## src/rtl/cps_pkg.sv

```systemverilog
// Package for the circle pair separation unit: payload structs, widths
// and the saturation helper. No dependencies.
package cps_pkg;

    localparam int CW   = 24;
    localparam int RW   = 16;
    localparam int DW   = RW + 1;
    localparam int DXW  = CW + 1;
    localparam int MW   = DW;
    localparam int SQW  = 2 * MW;
    localparam int RADW = SQW + 16;
    localparam int REMW = RADW + 2;
    localparam int LW   = RADW / 2;
    localparam int GW   = DW + 8;
    localparam int PW   = MW + GW;
    localparam int NW   = PW + 6;
    localparam int DENW = LW + 6;
    localparam int QW   = DW;
    localparam logic [RW-1:0] RADIUS_RESET = RW'(1280);

    typedef struct packed {
        logic signed [CW-1:0] first_x;
        logic signed [CW-1:0] first_y;
        logic signed [CW-1:0] second_x;
        logic signed [CW-1:0] second_y;
    } cps_in_t;

    typedef struct packed {
        logic signed [CW-1:0] new_first_x;
        logic signed [CW-1:0] new_first_y;
        logic signed [CW-1:0] new_second_x;
        logic signed [CW-1:0] new_second_y;
        logic                 overlapped;
    } cps_out_t;

    typedef struct packed {
        cps_in_t         pos;
        logic [MW-1:0]   mag_x;
        logic [MW-1:0]   mag_y;
        logic            neg_x;
        logic            neg_y;
        logic [DW-1:0]   diam;
        logic            hit;
    } cps_side_t;

    typedef struct packed {
        cps_side_t       side;
        logic [REMW-1:0] rem;
        logic [LW-1:0]   root;
    } cps_sq_t;

    typedef struct packed {
        cps_side_t       side;
        logic [DENW-1:0] den;
        logic [NW-1:0]   rem_x;
        logic [NW-1:0]   rem_y;
        logic [QW-1:0]   quo_x;
        logic [QW-1:0]   quo_y;
    } cps_dv_t;

    function automatic logic signed [CW-1:0] sat(input logic signed [DXW:0] v);
        logic signed [DXW:0] hi;
        logic signed [DXW:0] lo;
        hi = (DXW+1)'((64'sd1 <<< (CW - 1)) - 64'sd1);
        lo = -hi - (DXW+1)'(1);
        if (v > hi) begin
            return hi[CW-1:0];
        end else if (v < lo) begin
            return lo[CW-1:0];
        end
        return v[CW-1:0];
    endfunction

endpackage

```

## src/rtl/cps_div_cell.sv

```systemverilog
// One cell of the divider chain: settles one quotient bit per axis.
// Depends on cps_pkg.
module cps_div_cell #(
    parameter int BIT = 0
) (
    input  logic            aclk,
    input  logic            aresetn,
    input  logic            en,
    input  logic            in_valid,
    input  cps_pkg::cps_dv_t in_data,
    output logic            out_valid,
    output cps_pkg::cps_dv_t out_data
);
    logic             valid_reg;
    cps_pkg::cps_dv_t data_reg;
    cps_pkg::cps_dv_t data_next;
    logic [cps_pkg::NW-1:0] dsh;

    always_comb begin
        dsh = cps_pkg::NW'(in_data.den) << BIT;
        data_next = in_data;
        if (in_data.rem_x >= dsh) begin
            data_next.rem_x      = in_data.rem_x - dsh;
            data_next.quo_x[BIT] = 1'b1;
        end
        if (in_data.rem_y >= dsh) begin
            data_next.rem_y      = in_data.rem_y - dsh;
            data_next.quo_y[BIT] = 1'b1;
        end
    end

    always_ff @(posedge aclk) begin
        if (!aresetn) begin
            valid_reg <= 1'b0;
        end else if (en) begin
            valid_reg <= in_valid;
        end
        if (en) begin
            data_reg <= data_next;
        end
    end

    assign out_valid = valid_reg;
    assign out_data  = data_reg;
endmodule

```

## config.mk

```make
export PLATFORM = sky130hd
export DESIGN_NAME = cps_div_cell
export DESIGN_NICKNAME = d
export VERILOG_FILES = /design/src/rtl/cps_pkg.sv /design/src/rtl/cps_div_cell.sv
export SDC_FILE = /design/constraint.sdc
export NUM_CORES = 1
export LEC_CHECK = 0
export ABC_AREA = 0
export BUFFER_PORTS_ARGS = -buffer_cell sky130_fd_sc_hd__buf_2
export CAP_MARGIN = 20
export CORE_AREA = 2 2 247 249
export DETAILED_ROUTE_END_ITERATION = 16
export DIE_AREA = 0 0 249 251
export GPL_TIMING_DRIVEN = 0
export HOLD_SLACK_MARGIN = 0.03
export PLACE_DENSITY = 0.55
export SLEW_MARGIN = 10
export SYNTH_ARGS = -nofsm -noshare
export SYNTH_HDL_FRONTEND = slang
export SYNTH_SLANG_ARGS = --single-unit
```

## constraint.sdc

```tcl
create_clock -name aclk -period 5.8 [get_ports aclk]
set_input_delay 0 -clock aclk [delete_from_list [all_inputs] [get_ports aclk]]
set_output_delay 0 -clock aclk [all_outputs]
set_load 0.05 [all_outputs]
```

==> metrics.txt <==
Highest Clock Rate=0.238 GHz; hpwl dp=50700 µm; DR WL/cell=22.4 µm; layout overhead on the synthesized area=61.4%; WHS=0.153 ns; layout cell share with drive strength beyond 1=33.1%; Synth top area share=65.3%; count of max-cap constraint violations=0; hold-critical path depth=2; P per Cell Area=312 mW/mm²; Port Buffer Count=625; total gr overflow=0; async set-reset flop share out of synthesis=0%; Routed Antenna Nets=0; worst-path cell chain=dlygate4sd3_1, buf_2, ha_1, fa_1, nand2b_1, a21oi_1, o22ai_1, o31ai_1, a31oi_1, o21ai_0, a31oi_1, nand2_1, xnor2_1, dlygate4sd3_1; number of global-route vias before repair=13500; worst reg2reg path endpoint=out_valid; crit path buf inv count=3; register bit total from synthesis=312; Seq/Total Area, Yosys=65.4%; Critical Path Source Type=input port; most common library cells after synthesis=edfxtp_1 (311), nand2_1 (129), o21ai_0 (100), a21oi_1 (70), ha_1 (62); final non-filler cell area=0.0231 mm²; chip height=251 µm; WP data arrival=4.51 ns; syn_area_per_cell=13.0 µm²; # IOs=627; P_int=4.77 mW; Core ar.=0.0598 mm²; Peak VDD IR=0.231 mV; Yosys warnings=0; post-synth net total=1484; Placer Congestion=0.873; Hold Crit Class=in2reg; Clk network pwr share=33.9%; effective utilization at floorplan=23.9%; final period utilization=72.4%; register share of total power=39.0%; CP Class=in2reg; drt first-iter violations=768; placed instance area=0.0185 mm²; die footprint=0.0625 mm²; outcome=completed; worst r2r src=out_valid; largest net degree at the start of global routing=118; nets=2485; Setup-failing EPs final=0; top post-synthesis cells by area=edfxtp_1 (65%), ha_1 (5.4%), o21ai_0 (3.5%), xnor2_1 (3.5%), nand2_1 (3.4%); drt drc=0; Critical Path RT=6.11 ns; final hold violation count=0; Fin Setup TNS=0 ns; later-pin clock latency in the skew report=0.56 ns; sw frac=33.9%; 1st-pass router iterations=5; crit path capture type=flop; Place WS=1.91 ns; prevailing post-synth register cell=edfxtp_1; CP top delay family=compound AO/OA/AOI/OAI gates; initial antenna violation count=21; Post-synth EDFFs=311; Leakage=9.62 nW; clk slew on worst S/H paths=0.06 ns; Root Driver=clkbuf_16; cell with the most instances after synthesis=edfxtp_1; post-synthesis cell area=0.0143 mm²; clock buffer depth=3; Die Width=249 µm; CTS tree=done; Comb pwr share=27.2%; Netlist cell types=61; total CTS buffers=39; cells on worst reg2reg path=3; Routed WL=65500 µm; CP max stage delay=0.58 ns; cts repair resizes=0; routed vias/inst=4.52; via count=13200; first-pass GRT wire length=92000 µm; fin. max-slew vios=0; CTS Sinks=312; Final Instance Count excl. Fillers=2925; hold path endpoint=out_data[245]; CP Max Fanout=5; GRT Util Overall=20.2%; Core Rows=90; Syn Inst Count=1105; RSZ-0062 raised after global routing=false; Least-Margin Pin Slew=0.785 ns; hold_sp=in_data[245]; Cells after DPL=2514; slowest stage cell, crit path=o31ai_1; Final min period=4.20 ns; slew margin rel.=47.1%; Synth area leader=edfxtp_1; Worst Skew=0 ns; H-Tree Depth=2; FF-to-FF setup slack=4.64 ns; setup slack after layout=1.60 ns; Psw=2.45 mW
per-layer routing:
layer  GRT usage, %  vias up  wire, µm
met2           33.4      603     30600
met3           6.48      128      5240
met4           9.23       20      3180
met5              0        -       136
met1           23.9     6333     26300
li1               -     6147         -
what timing repair did:
| action | in CTS | in global routing |
|---|---|---|
| hold buffers | 333 | 0 |
| setup buffers | 0 | 0 |
| hold endpoints to repair | 393 | 0 |
sequential cells by signal, summed over array words and instances, names as in the netlist:
name / count
out_data: 311
out_valid: 1
final cells by class:
class                   instances  area (µm²)
flip-flops and latches        312        9360
well taps                     782         978
multi-input cells             710        4630
diodes                         12        30.0
plain buffers                  35         146
inverters                      48         180
clock buffers                  50        1050
repair buffers                960        6530
clock inverters                16         209
fillers                      5764       36700
worst max path at each step:
stage | from | to | slack, ns | cells after the start
after floorplan | in_data[34] | out_data[78] | 3.21 | 12
after global placement | en | out_valid | -0.14 | 3
after detailed placement | in_data[154] | out_data[105] | 1.91 | 13
after CTS | in_data[154] | out_data[125] | 1.73 | 16
after global routing | in_data[130] | out_data[80] | 1.30 | 14
final | in_data[130] | out_data[80] | 1.60 | 14
stage by stage:
step | utilization, % | power [mW]
3_5_place_dp | 30.9 | 4.61
5_1_grt | 38.6 | 7.50
4_1_cts | 38.6 | 7.30
2_1_floorplan | - | 4.01
3_3_place_gp | 30.8 | 4.63
6_report | 38.6 | 7.22
cells by family (layout without fill, tap and decap cells):
logic type                 count (synthesis)  count (layout)  share of synthesized area [%]
DFF                                      312             312                           65.4
and+or+nand+nor                          298             298                           10.1
AOI/OAI and AO/OA                        252             252                           10.6
xor gates and xnor gates                  91              91                           5.57
adders and majority gates                 64              64                           5.70
muxes                                      5               5                          0.367
buffers and inverters                     83            1109                           2.28
other                                      0              12                              0
cell usage in the layout, fill, tap and decap left out, types with 9 or more instances in the layout:
| cell | instances |
|---|---|
| a21o_1 | 16 |
| a21oi_1 | 70 |
| a31oi_1 | 9 |
| and3_1 | 9 |
| buf_2 | 633 |
| clkbuf_1 | 33 |
| clkbuf_16 | 39 |
| diode_2 | 12 |
| dlygate4sd3_1 | 333 |
| edfxtp_1 | 311 |
| ha_1 | 62 |
| inv_1 | 48 |
| nand2_1 | 129 |
| nand2b_1 | 13 |
| nand3_1 | 14 |
| nand4_1 | 14 |
| nor2_1 | 44 |
| nor3_1 | 17 |
| nor4_1 | 11 |
| o21ai_0 | 100 |
| o21bai_1 | 13 |
| xnor2_1 | 57 |
| xor2_1 | 34 |
power by group through the flow:
stage | combinational (mW) | clock (mW) | sequential, mW
floorplan | 0.386 | 0 | 3.62
global placement | 1.76 | 0 | 2.87
detailed placement | 1.76 | 0 | 2.85
CTS | 1.96 | 2.52 | 2.81
global route | 2.06 | 2.61 | 2.83
finish | 1.96 | 2.44 | 2.81
Power figures use the tool's default switching activity.
