[src/rtl/cps_pkg.sv]
// Package for the circle pair separation unit: payload structs, widths
// and the saturation helper. No dependencies.
package cps_pkg;

    localparam int CW   = 24;
    localparam int RW   = 16;
    localparam int DW   = RW + 1;
    localparam int DXW  = CW + 1;
    localparam int MW   = DW;
    localparam int SQW  = 2 * MW;
    localparam int RADW = SQW + 16;
    localparam int REMW = RADW + 2;
    localparam int LW   = RADW / 2;
    localparam int GW   = DW + 8;
    localparam int PW   = MW + GW;
    localparam int NW   = PW + 6;
    localparam int DENW = LW + 6;
    localparam int QW   = DW;
    localparam logic [RW-1:0] RADIUS_RESET = RW'(1280);

    typedef struct packed {
        logic signed [CW-1:0] first_x;
        logic signed [CW-1:0] first_y;
        logic signed [CW-1:0] second_x;
        logic signed [CW-1:0] second_y;
    } cps_in_t;

    typedef struct packed {
        logic signed [CW-1:0] new_first_x;
        logic signed [CW-1:0] new_first_y;
        logic signed [CW-1:0] new_second_x;
        logic signed [CW-1:0] new_second_y;
        logic                 overlapped;
    } cps_out_t;

    typedef struct packed {
        cps_in_t         pos;
        logic [MW-1:0]   mag_x;
        logic [MW-1:0]   mag_y;
        logic            neg_x;
        logic            neg_y;
        logic [DW-1:0]   diam;
        logic            hit;
    } cps_side_t;

    typedef struct packed {
        cps_side_t       side;
        logic [REMW-1:0] rem;
        logic [LW-1:0]   root;
    } cps_sq_t;

    typedef struct packed {
        cps_side_t       side;
        logic [DENW-1:0] den;
        logic [NW-1:0]   rem_x;
        logic [NW-1:0]   rem_y;
        logic [QW-1:0]   quo_x;
        logic [QW-1:0]   quo_y;
    } cps_dv_t;

    function automatic logic signed [CW-1:0] sat(input logic signed [DXW:0] v);
        logic signed [DXW:0] hi;
        logic signed [DXW:0] lo;
        hi = (DXW+1)'((64'sd1 <<< (CW - 1)) - 64'sd1);
        lo = -hi - (DXW+1)'(1);
        if (v > hi) begin
            return hi[CW-1:0];
        end else if (v < lo) begin
            return lo[CW-1:0];
        end
        return v[CW-1:0];
    endfunction

endpackage

[src/rtl/cps_sqrt_cell.sv]
// One cell of the square root chain: settles one root bit per stage.
// Depends on cps_pkg.
module cps_sqrt_cell #(
    parameter int BIT = 0
) (
    input  logic            aclk,
    input  logic            aresetn,
    input  logic            en,
    input  logic            in_valid,
    input  cps_pkg::cps_sq_t in_data,
    output logic            out_valid,
    output cps_pkg::cps_sq_t out_data
);
    logic             valid_reg;
    cps_pkg::cps_sq_t data_reg;
    cps_pkg::cps_sq_t data_next;
    logic [cps_pkg::REMW-1:0] trial;

    always_comb begin
        trial = (cps_pkg::REMW'(in_data.root) << (BIT + 1))
              + (cps_pkg::REMW'(1) << (2 * BIT));
        data_next = in_data;
        if (in_data.rem >= trial) begin
            data_next.rem       = in_data.rem - trial;
            data_next.root[BIT] = 1'b1;
        end
    end

    always_ff @(posedge aclk) begin
        if (!aresetn) begin
            valid_reg <= 1'b0;
        end else if (en) begin
            valid_reg <= in_valid;
        end
        if (en) begin
            data_reg <= data_next;
        end
    end

    assign out_valid = valid_reg;
    assign out_data  = data_reg;
endmodule

[config.mk]
export PLATFORM = sky130hd
export DESIGN_NAME = cps_sqrt_cell
export DESIGN_NICKNAME = d
export VERILOG_FILES = /design/src/rtl/cps_pkg.sv /design/src/rtl/cps_sqrt_cell.sv
export SDC_FILE = /design/constraint.sdc
export NUM_CORES = 1
export LEC_CHECK = 0
export ABC_AREA = 1
export BUFFER_PORTS_ARGS = -buffer_cell sky130_fd_sc_hd__buf_2
export CAP_MARGIN = 20
export CORE_AREA = 5 5 174 176
export DETAILED_ROUTE_END_ITERATION = 8
export DIE_AREA = 0 0 179 181
export PLACE_DENSITY = 0.77
export SYNTH_ARGS = -nofsm -noshare
export SYNTH_HDL_FRONTEND = slang
export SYNTH_SLANG_ARGS = --single-unit
[constraint.sdc]
create_clock -name aclk -period 3.2 [get_ports aclk]
set_input_delay 0.48 -clock aclk [delete_from_list [all_inputs] [get_ports aclk]]
set_output_delay 0.48 -clock aclk [all_outputs]
set_load 0.01 [all_outputs]
==> results of run 1 <==
## stage by stage
| stage | hold slack, ns | setup WS (ns) |
|---|---|---|
| detailed placement | 0.5396 | 0.3827 |
| global route | 0.09948 | 0.7833 |
| floorplan | 0.5553 | 0.9534 |
| CTS | 0.1029 | 0.9406 |
| finish | 0.1226 | 0.8972 |
| global placement | 0.5254 | 0.4224 |
## cells in the final DEF (no fill, tap or decap), types with 15 or more instances in the layout
| master | n |
|---|---|
| a21oi_1 | 17 |
| buf_2 | 457 |
| clkbuf_16 | 25 |
| edfxtp_1 | 227 |
| ha_1 | 26 |
| inv_1 | 198 |
| nand2_1 | 361 |
| nand3_1 | 47 |
| nand4_1 | 25 |
| nor2_1 | 96 |
| o21ai_0 | 15 |
| xnor2_1 | 20 |
## path summary, 6_finish.rpt
kind / depth (start not counted) / slack, ns / from / end
worst min register to register: 2 / 0.56 / out_valid$_SDFFE_PN0P_ / out_valid$_SDFFE_PN0P_
worst max-delay path: 15 / 0.90 / in_data[0] / out_data[55]$_DFFE_PP_
worst max register to register: 2 / 2.55 / out_valid$_SDFFE_PN0P_ / out_valid$_SDFFE_PN0P_
worst min-delay path: 1 / 0.12 / in_data[109] / out_data[109]$_DFFE_PP_
## power groups by stage
stage	registers (W)	logic (W)	clock network, W
6_report	0.00368	0.00128	0.00280
2_1_floorplan	0.00387	0.000419	0
4_1_cts	0.00368	0.00129	0.00286
3_3_place_gp	0.00373	0.00127	0
5_1_grt	0.00370	0.00139	0.00300
3_5_place_dp	0.00374	0.00128	0
## routing by layer
| layer | global-route usage, % | wire [um] |
|---|---|---|
| met5 | 0 | 200 |
| met4 | 7.676 | 1513 |
| met3 | 9.176 | 4652 |
| met2 | 42.68 | 20220 |
| met1 | 29.55 | 15920 |
## final cells by class
class                   instances  area, sq um
diodes                         10        25.02
clock buffers                  26        629.4
clock inverters                16        150.1
fillers                      2705        14020
inverters                     199        747.0
multi-input cells             668         3201
flip-flops and latches        228         6837
well taps                     384        480.5
repair buffers                464         2385
## kinds of logic (layout without fill, tap and decap cells)
kind of cell | count (synthesis) | in the layout | synth area share, %
and+or+nand+nor | 562 | 562 | 21.54
DFF | 228 | 228 | 63.01
AOI/OAI and AO/OA | 56 | 56 | 2.917
other | 0 | 10 | 0
xor gates and xnor gates | 23 | 23 | 1.857
adders and majority gates | 27 | 27 | 3.183
buffers and inverters | 208 | 705 | 7.495
## registers in the layout (all words and copies together), names as in the netlist
| register | cells |
|---|---|
| out_data | 227 |
| out_valid | 1 |
==> results.md, run 1 <==
* Most frequent cell after synthesis: nand2_1
* DRT Pass-1 Iters at 6
* CP dominant cell by count: nand2_1
* Comb power frac at 16.5%
* Initial core utilization at 38.11%
* Final Max Tran Viols at 0
* Fraction of layout cells with a size suffix above 1 at 32.67%
* Worst Skew at 0 ns
* Core area at 28470 sq um
* Worst vdd ir at 0.3380 mV
* Largest net degree at the start of global routing at 92
* EDFF count, synth at 227
* Top cell type by total area after synthesis: edfxtp_1
* Initial antenna violation count at 25
* Crit path largest cell delay at 0.55 ns
* Clock buffer count from CTS at 25
* Post-CTS setup buffer count at 0
* FMAX at 434.3 MHz
* Min cycle time layout at 2.303 ns
* Crit Path Class: in -> reg
* Mapped cell area at 10850 sq um
* Post-CTS resize count at 0
* Status: finished clean
* Hold Fails Final Rpt at 0
* Post-synth top flop: edfxtp_1
* Pint at 0.005650 W
* Asr flop ratio synth at 0%
* Setup TNS at 0 ns
* Mapped Cells at 1104
* Final Non-Filler Cells at 1995
* List of most frequent post-synthesis cells: 361 x nand2_1, 227 x edfxtp_1, 198 x inv_1
* PortBufs at 458
* P&R area growth vs syn at 33.21%
* Die width at 179 um
* Final GP Congestion at 0.9302
* Total GRT Usage at 25.10%
* Endpoints failing setup at 0
* Post-layout nets at 1844
* Design Power at 0.007759 W
* Placed standard-cell area at 13650 sq um
* Transition time of the tightest slew-check pin at 0.4990 ns
* CP endpoint kind: flop
* Worst-path clk slew at 0.06 ns
* Slew headroom at 66.73%
* Worst min path class: in -> reg
* Fin util at 50.77%
* Crit path DAT at 2.59 ns
* CTS tree: yes
* Required time worst endpoint at 3.49 ns
* Syn Area/Cell at 9.828 sq um
* Gr ovfl total at 0
* I/O pins at 459
* Synth top area share at 62.82%
* Synthesis-stage register bit count at 228
* Synth Net Count at 1362
* Drt wl/cell at 21.31 um
* Delay-heaviest family, CP: simple AND/OR/NAND/NOR gates
* Remaining antenna violation count after routing at 0
* Clk pwr share at 36.0%
* # clock sinks at 228
* Slowest-stage cell, CP: fa_1
* First-pass GRT wire length at 60750 um
* Worst-path cell chain: buf_2, inv_1, fa_1, nand3_1, nand3_1, nand2_1, nand2_1, nand2_1, nand2_1, nand2_1, nand3_1, nand2_1, nand2_1, nand2_1, inv_1
* Sequential cell area fraction in the yosys report at 63.01%
* Routed vias at 9669
* Final worst path period share at 71.96%
* CTS Hold Bufs at 0
* Unrepaired setup endpoints after global routing: false
* Root buffer cell: clkbuf_16
* Vias in the first global route at 9812
* Switching share of power at 27.19%
* Die Y-Extent at 181 um
* Synth unique cells at 28
* Via/cell ratio at 4.847
* Placed cell count at 1943
* Lkg Pwr at 6.836 nW
* Max-Cap Viols at 0
* Reg power frac at 47.4%
* DRC violations left at 0
* Die ar. at 32400 sq um
* Overall routed net length at 42510 um
* Power Density at 536.8 nW/um^2
* Switching power at 0.002109 W
* Clock latency at the later pin of the worst-skew pair at 0.52 ns
* CP bufs+invs at 3
* Post-DP HPWL at 34870 um
* CP max FO at 6
* Number of cell rows at 62
* Max Buffers Root-to-Sink at 3
* Startpoint types: input port
* Design Area, Final at 14450 sq um
* Htree depth at 1
* Number of DRC markers in iteration 0 at 771
* YS warnings at 0
* Synth area leaders: edfxtp_1 63%, nand2_1 12%, inv_1 6.8%, nor2_1 3.3%, ha_1 3.0%
Note: power is estimated with default switching activity, not from simulation.
==> inputs of run 2 (changes only) <==
--- a/config.mk
+++ b/config.mk
@@ -8,10 +8,10 @@
 export ABC_AREA = 1
 export BUFFER_PORTS_ARGS = -buffer_cell sky130_fd_sc_hd__buf_2
 export CAP_MARGIN = 20
-export CORE_AREA = 5 5 174 176
+export CORE_AREA = 5 5 176 178
 export DETAILED_ROUTE_END_ITERATION = 8
-export DIE_AREA = 0 0 179 181
-export PLACE_DENSITY = 0.77
+export DIE_AREA = 0 0 181 183
+export PLACE_DENSITY = 0.76
 export SYNTH_ARGS = -nofsm -noshare
 export SYNTH_HDL_FRONTEND = slang
 export SYNTH_SLANG_ARGS = --single-unit
==> constraint.sdc (replaced) <==
create_clock -name aclk -period 2.15 [get_ports aclk]
set_input_delay 0.3225 -clock aclk [delete_from_list [all_inputs] [get_ports aclk]]
set_output_delay 0.3225 -clock aclk [all_outputs]
set_load 0.01 [all_outputs]
==> run 2 against run 1 <==
Effect of this change:
- clock-buffer cell count increased by 4
- sequential share of layout area decreased by 8.3 points
- power increased by 61%
- largest power group unchanged
- utilization increased by 9.1 points
- first-iteration DRC count increased by 23%
- sequential power increased by 49%
- cell count increased by 17%
- register-to-register slack got worse by 1.1 ns
- die area increased by 2.2%
- combinational power increased by 97%
- clock power increased by 61%
- critical endpoint is now out_data[52]$_DFFE_PP_
==> results.md, run 2 (same netlist as run 1, synthesis figures left out) <==
* Reg2Reg Setup Slack at 1.47 ns (-1.08 ns)
* Drt wl/cell at 20.46 um (-4.0%)
* Die ar. at 33120 sq um (+2.2%)
* FMAX at 508.9 MHz
* Clock latency at the later pin of the worst-skew pair at 0.53 ns (about the same)
* Worst-path cell chain: buf_2, inv_1, ha_1, nand2_1, inv_1, a21oi_1, o21ai_0, a21oi_1, nand2_1, nand2_1, nand2_1, nand2_1, inv_1
* Crit path DAT at 2.24 ns (-0.35 ns)
* Delay-heaviest family, CP: compound AO/OA/AOI/OAI gates
* Worst vdd ir at 0.4777 mV (+41%)
* CP endpoint kind: flop
* Via/cell ratio at 4.728 (-2.4%)
* Number of DRC markers in iteration 0 at 949 (+23%)
* Final worst path period share at 91.40%
* Min cycle time layout at 1.965 ns
* Worst min path class: in -> reg
* DRC violations left at 0 (unchanged)
* Most frequent cells in the layout: 457 x buf_2, 361 x nand2_1, 227 x edfxtp_1, 198 x inv_1, 177 x buf_4
* Lkg Pwr at 8.417 nW (+23%)
* Vias in the first global route at 11100 (+13%)
* Max Buffers Root-to-Sink at 3 (unchanged)
* Initial core utilization at 37.10% (-1.0 points)
* Number of cell rows at 63 (+1.6%)
* # clock sinks at 228 (unchanged)
* Fraction of layout cells with a size suffix above 1 at 36.23% (+3.6 points)
* Hold Fails Final Rpt at 0 (unchanged)
* Power Density at 714.0 nW/um^2 (+33%)
* Unrepaired setup endpoints after global routing: false
* Transition time of the tightest slew-check pin at 0.4572 ns (-0.04180 ns)
* Design Power at 0.01251 W (+61%)
* DRT Pass-1 Iters at 5 (-1)
* Routed vias at 11054 (+14%)
* Final Max Tran Viols at 0 (unchanged)
* Commonest non-fill, non-tap cell in the layout: buf_2
* Startpoint types: input port
* Slack of the critical path at 0.1848 ns (-0.7124 ns)
* Initial antenna violation count at 14 (-44%)
* Root buffer cell: clkbuf_16
* Overall routed net length at 47840 um (+13%)
* Final GP Congestion at 0.9472 (+1.8%)
* Max reg flops at 227 (unchanged)
* Slew headroom at 69.52% (+2.8 points)
* Post-DP HPWL at 37330 um (+7.1%)
* Clock buffer count from CTS at 26 (+4.0%)
* Worst Skew at 0 ns (unchanged)
* CP bufs+invs at 4 (+1)
* Total GRT Usage at 27.63% (+2.5 points)
* CTS tree: yes
* Setup slack at placement at -0.2996 ns (-0.6823 ns)
* Remaining antenna violation count after routing at 0 (unchanged)
* PortBufs at 458 (unchanged)
* Status: finished clean
* Crit path largest cell delay at 0.35 ns (-0.20 ns)
* Die Y-Extent at 183 um (+1.1%)
* Post-CTS setup buffer count at 0 (unchanged)
* Gr ovfl total at 0 (unchanged)
* Core area at 29240 sq um (+2.7%)
* Required time worst endpoint at 2.43 ns (-1.06 ns)
* Die width at 181 um (+1.1%)
* Post-layout nets at 2181 (+18%)
* Max-Cap Viols at 0 (unchanged)
* Worst-path clk slew at 0.06 ns (about the same)
* Endpoints failing setup at 0 (unchanged)
* I/O pins at 459 (unchanged)
* CP max FO at 4 (-2)
* Crit Path Class: in -> reg
* Slowest-stage cell, CP: ha_1
* Largest net degree at the start of global routing at 49 (-47%)
* First-pass GRT wire length at 69120 um (+14%)
* P&R area growth vs syn at 61.49%
* Htree depth at 1 (unchanged)
* CP dominant cell by count: nand2_1
## run 2: final timing paths
kind | end | startpoint | cells past startpoint
max | out_data[52]$_DFFE_PP_ | in_data[21] | 13
min | out_valid$_SDFFE_PN0P_ | in_valid | 3
max reg2reg | out_valid$_SDFFE_PN0P_ | out_valid$_SDFFE_PN0P_ | 2
min reg2reg | out_valid$_SDFFE_PN0P_ | out_valid$_SDFFE_PN0P_ | 2
## run 2: final cells by class
class,instances,area (sq um)
antenna,5,12.51
clock buffer,30,686.9
clock inverter,18,177.7
fill,2458,11720
inverter,199,747.0
multi-input combinational,668,3201
sequential,228,6837
tap,390,488.0
timing repair buffer,800,5373
## run 2: what timing repair did
| item | in CTS | in global routing |
|---|---|---|
| hold endpoints to repair | 156 | 0 |
| hold buffers | 156 | 0 |
| gates resized for setup | 0 | 1 |
| endpoints found under the setup margin | 0 | 1 |
## run 2: metal layers
metal / up-vias / GRT usage [%] / part of all wire (%)
met5: - / 0 / 0.15
met3: 99 / 7.894 / 9.5
li1: 5233 / - / -
met2: 550 / 48.25 / 49
met1: 5162 / 33.19 / 38
met4: 10 / 8.976 / 3.9
## run 2: worst reg2reg max path, cell delays in order (launching register included)
cell and delay, ns:
dfxtp_1 0.32, o21ai_0 0.17, a21oi_1 0.07
## run 2: where the power goes
group	total (W)	internal, W	switching, W
combinational	0.00252	0.00114	0.00138
sequential	0.00548	0.00535	0.000132
clock	0.00451	0.00265	0.00185
total	0.0125	0.00915	0.00337
## run 2: through the flow
step | std cells | area [sq um] | hold WS, ns | TNS (ns) | util, %
6_report | 2338 | 17520 | 0.04777 | 0 | 59.92
5_1_grt | 2336 | 17520 | 0.01030 | 0 | 59.90
4_1_cts | 2333 | 17510 | 0.01435 | 0 | 59.87
3_5_place_dp | 2129 | 15080 | 0.5006 | -11.99 | 51.58
3_3_place_gp | 2129 | 15080 | 0.4993 | -11.52 | 51.58
2_1_floorplan | 1104 | 10850 | 0.4160 | 0 | -
==> inputs of run 3 (changes only) <==
--- a/config.mk
+++ b/config.mk
@@ -12,6 +12,7 @@
 export DETAILED_ROUTE_END_ITERATION = 8
 export DIE_AREA = 0 0 181 183
 export PLACE_DENSITY = 0.76
+export RECOVER_POWER = 100
 export SYNTH_ARGS = -nofsm -noshare
 export SYNTH_HDL_FRONTEND = slang
 export SYNTH_SLANG_ARGS = --single-unit
==> run 3 against run 2 <==
Effect of this change:
- worst setup slack worse by 0.010 ns
- wire length is 0.45% lower
- fmax is 0.51% lower
- register-to-register slack hardly changed
- worst hold slack worse by 0.0011 ns
- cell count hardly changed
- critical path depth is 1 higher
- largest power group unchanged
==> results.md, run 3 (same netlist as run 1, synthesis figures left out) <==
* Status: finished clean
* Max-Cap Viols at 0 (unchanged)
* CTS tree: yes
* Most frequent cells in the layout: 361 x nand2_1, 275 x clkbuf_1, 227 x edfxtp_1, 198 x inv_1, 186 x buf_2
* Number of DRC markers in iteration 0 at 835 (-12%)
* Largest net degree at the start of global routing at 49 (unchanged)
* P&R area growth vs syn at 57.27%
* FF-to-FF End: out_valid$_SDFFE_PN0P_
* Design Power at 0.01237 W (-1.1%)
* Worst hold path depth at 3 (unchanged)
* Unrepaired setup endpoints after global routing: false
* CP max FO at 4 (unchanged)
* Placed cell count at 2129 (unchanged)
* Final hold slack at 0.04672 ns (-0.001059 ns)
* Slew headroom at 11.11% (-58 points)
* Min cycle time layout at 1.975 ns (+0.01008 ns)
* Reg2Reg Setup Slack at 1.48 ns (about the same)
* Clock buffer count from CTS at 26 (unchanged)
* Power Density at 725.2 nW/um^2 (+1.6%)
* Number of cell rows at 63 (unchanged)
* Final Non-Filler Cells at 2336 (-0.086%)
* Setup TNS at 0 ns (unchanged)
* Crit Path Class: in -> reg
* Required time worst endpoint at 2.43 ns (about the same)
* Worst Skew at 0 ns (unchanged)
* Post-DP HPWL at 37330 um (unchanged)
* Worst-path clk slew at 0.06 ns (about the same)
* Reg area at 6837 sq um (unchanged)
* Fillers at 2631 (+7.0%)
* Max reg flops at 227 (unchanged)
* Initial core utilization at 37.10% (unchanged)
* Hold Fails Final Rpt at 0 (unchanged)
* Die ar. at 33120 sq um (unchanged)
* Die width at 181 um (unchanged)
* Crit path DAT at 2.26 ns (+0.02 ns)
* Clock latency at the later pin of the worst-skew pair at 0.53 ns (about the same)
* FMAX at 506.3 MHz (-0.51%)
* Worst reg2reg path startpoint: out_valid$_SDFFE_PN0P_
* Routed vias at 11002 (-0.47%)
* Startpoint types: input port
* PortBufs at 458 (unchanged)
* Area of the multi-input gates at 3187 sq um (-0.43%)
* Total GRT Usage at 27.63% (unchanged)
* I/O pins at 459 (unchanged)
* R2R depth at 2 (unchanged)
* DRC violations left at 0 (unchanged)
* # clock sinks at 228 (unchanged)
* Post-CTS setup buffer count at 0 (unchanged)
* HP Start: in_valid
* Drt wl/cell at 20.39 um (-0.36%)
* Fraction of layout cells with a size suffix above 1 at 21.87% (-14 points)
* Initial antenna violation count at 13 (-1)
* Root buffer cell: clkbuf_16
* First-pass GRT wire length at 69120 um (unchanged)
* Max Buffers Root-to-Sink at 3 (unchanged)
* Transition time of the tightest slew-check pin at 1.333 ns (+0.8762 ns)
* Core area at 29240 sq um (unchanged)
* Hold Crit Endpoint: out_valid$_SDFFE_PN0P_
* Gr ovfl total at 0 (unchanged)
* Final Max Tran Viols at 0 (unchanged)
* Die Y-Extent at 183 um (unchanged)
* Commonest non-fill, non-tap cell in the layout: nand2_1
* Post-layout nets at 2181 (unchanged)
* Lkg Pwr at 7.621 nW (-9.5%)
* DRT Pass-1 Iters at 5 (unchanged)
* Vias in the first global route at 11100 (unchanged)
* Endpoints failing setup at 0 (unchanged)
* Worst vdd ir at 0.4953 mV (+3.7%)
* Overall routed net length at 47620 um (-0.45%)
* Final GP Congestion at 0.9472 (unchanged)
* Worst min path class: in -> reg
* Final worst path period share at 91.87% (+0.47 points)
* Via/cell ratio at 4.710 (-0.39%)
* Remaining antenna violation count after routing at 0 (unchanged)
* CP endpoint kind: flop
* Htree depth at 1 (unchanged)
[run 3: cell count changes in the layout (fill, tap and decap cells not counted), moves of 2 or more]
cell / delta
a21oi_1: +3
o21ai_0: +7
buf_1: +3
buf_2: -271
buf_4: -11
buf_12: -5
a21oi_2: -3
clkbuf_2: +6
clkbuf_4: +7
o21ai_1: -7
clkbuf_1: +272
diode_2: -2
[run 3: worst max-delay path, cell delays in order]
cell and delay, ns:
clkbuf_1 0.16, inv_1 0.06, ha_1 0.32, buf_4 0.15, nand2_1 0.15, nor2_1 0.10
inv_1 0.13, o21ai_0 0.16, a21oi_1 0.34, nand2_1 0.09, nand2_1 0.09, nand2_1 0.07
nand2_1 0.07, inv_1 0.04
[run 3: worst max path at each step]
stage	from	endpoint	slack (ns)
final	in_data[23]	out_data[52]$_DFFE_PP_	0.17
after detailed placement	in_data[23]	out_data[52]$_DFFE_PP_	-0.30
after global placement	in_data[23]	out_data[52]$_DFFE_PP_	-0.29
after floorplan	in_data[0]	out_data[53]$_DFFE_PP_	0.06
after CTS	in_data[23]	out_data[52]$_DFFE_PP_	0.11
after global routing	in_data[18]	out_data[71]$_DFFE_PP_	0.03
[run 3: power breakdown]
part	leakage [nW]	switching (W)	internal (W)
sequential	2.23	0.000139	0.00536
combinational	4.97	0.00138	0.000998
clock	0.417	0.00185	0.00265
[run 3: per-stage QoR]
step	cell area [sq um]	worst slack [ns]	utilization, %
2_1_floorplan	10850	0.06086	-
3_3_place_gp	15080	-0.2930	51.58
3_5_place_dp	15080	-0.2996	51.58
4_1_cts	17510	0.1108	59.87
5_1_grt	17060	0.03097	58.35
6_report	17060	0.1748	58.35
[run 3: timing repair]
action / in CTS / in global routing
setup endpoints to repair: 0 / 1
endpoints found under the hold margin: 156 / 0
gates resized for setup: 0 / 1
hold buffers: 156 / 0
[run 3: final cells by class]
cell class	count	share of cell area, %
clock buffer	30	4.026
antenna	3	0.04399
clock inverter	18	1.041
inverter	199	4.377
sequential	228	40.06
timing repair buffer	800	28.91
multi-input combinational	668	18.68
tap	390	2.860
[run 3: layer usage]
layer	GRT usage, %	routed length [um]	vias to the layer above
met4	8.976	1951	10
met2	48.25	23320	522
met3	7.894	4549	110
met5	0	77	-
li1	-	-	5232
met1	33.19	17720	5128
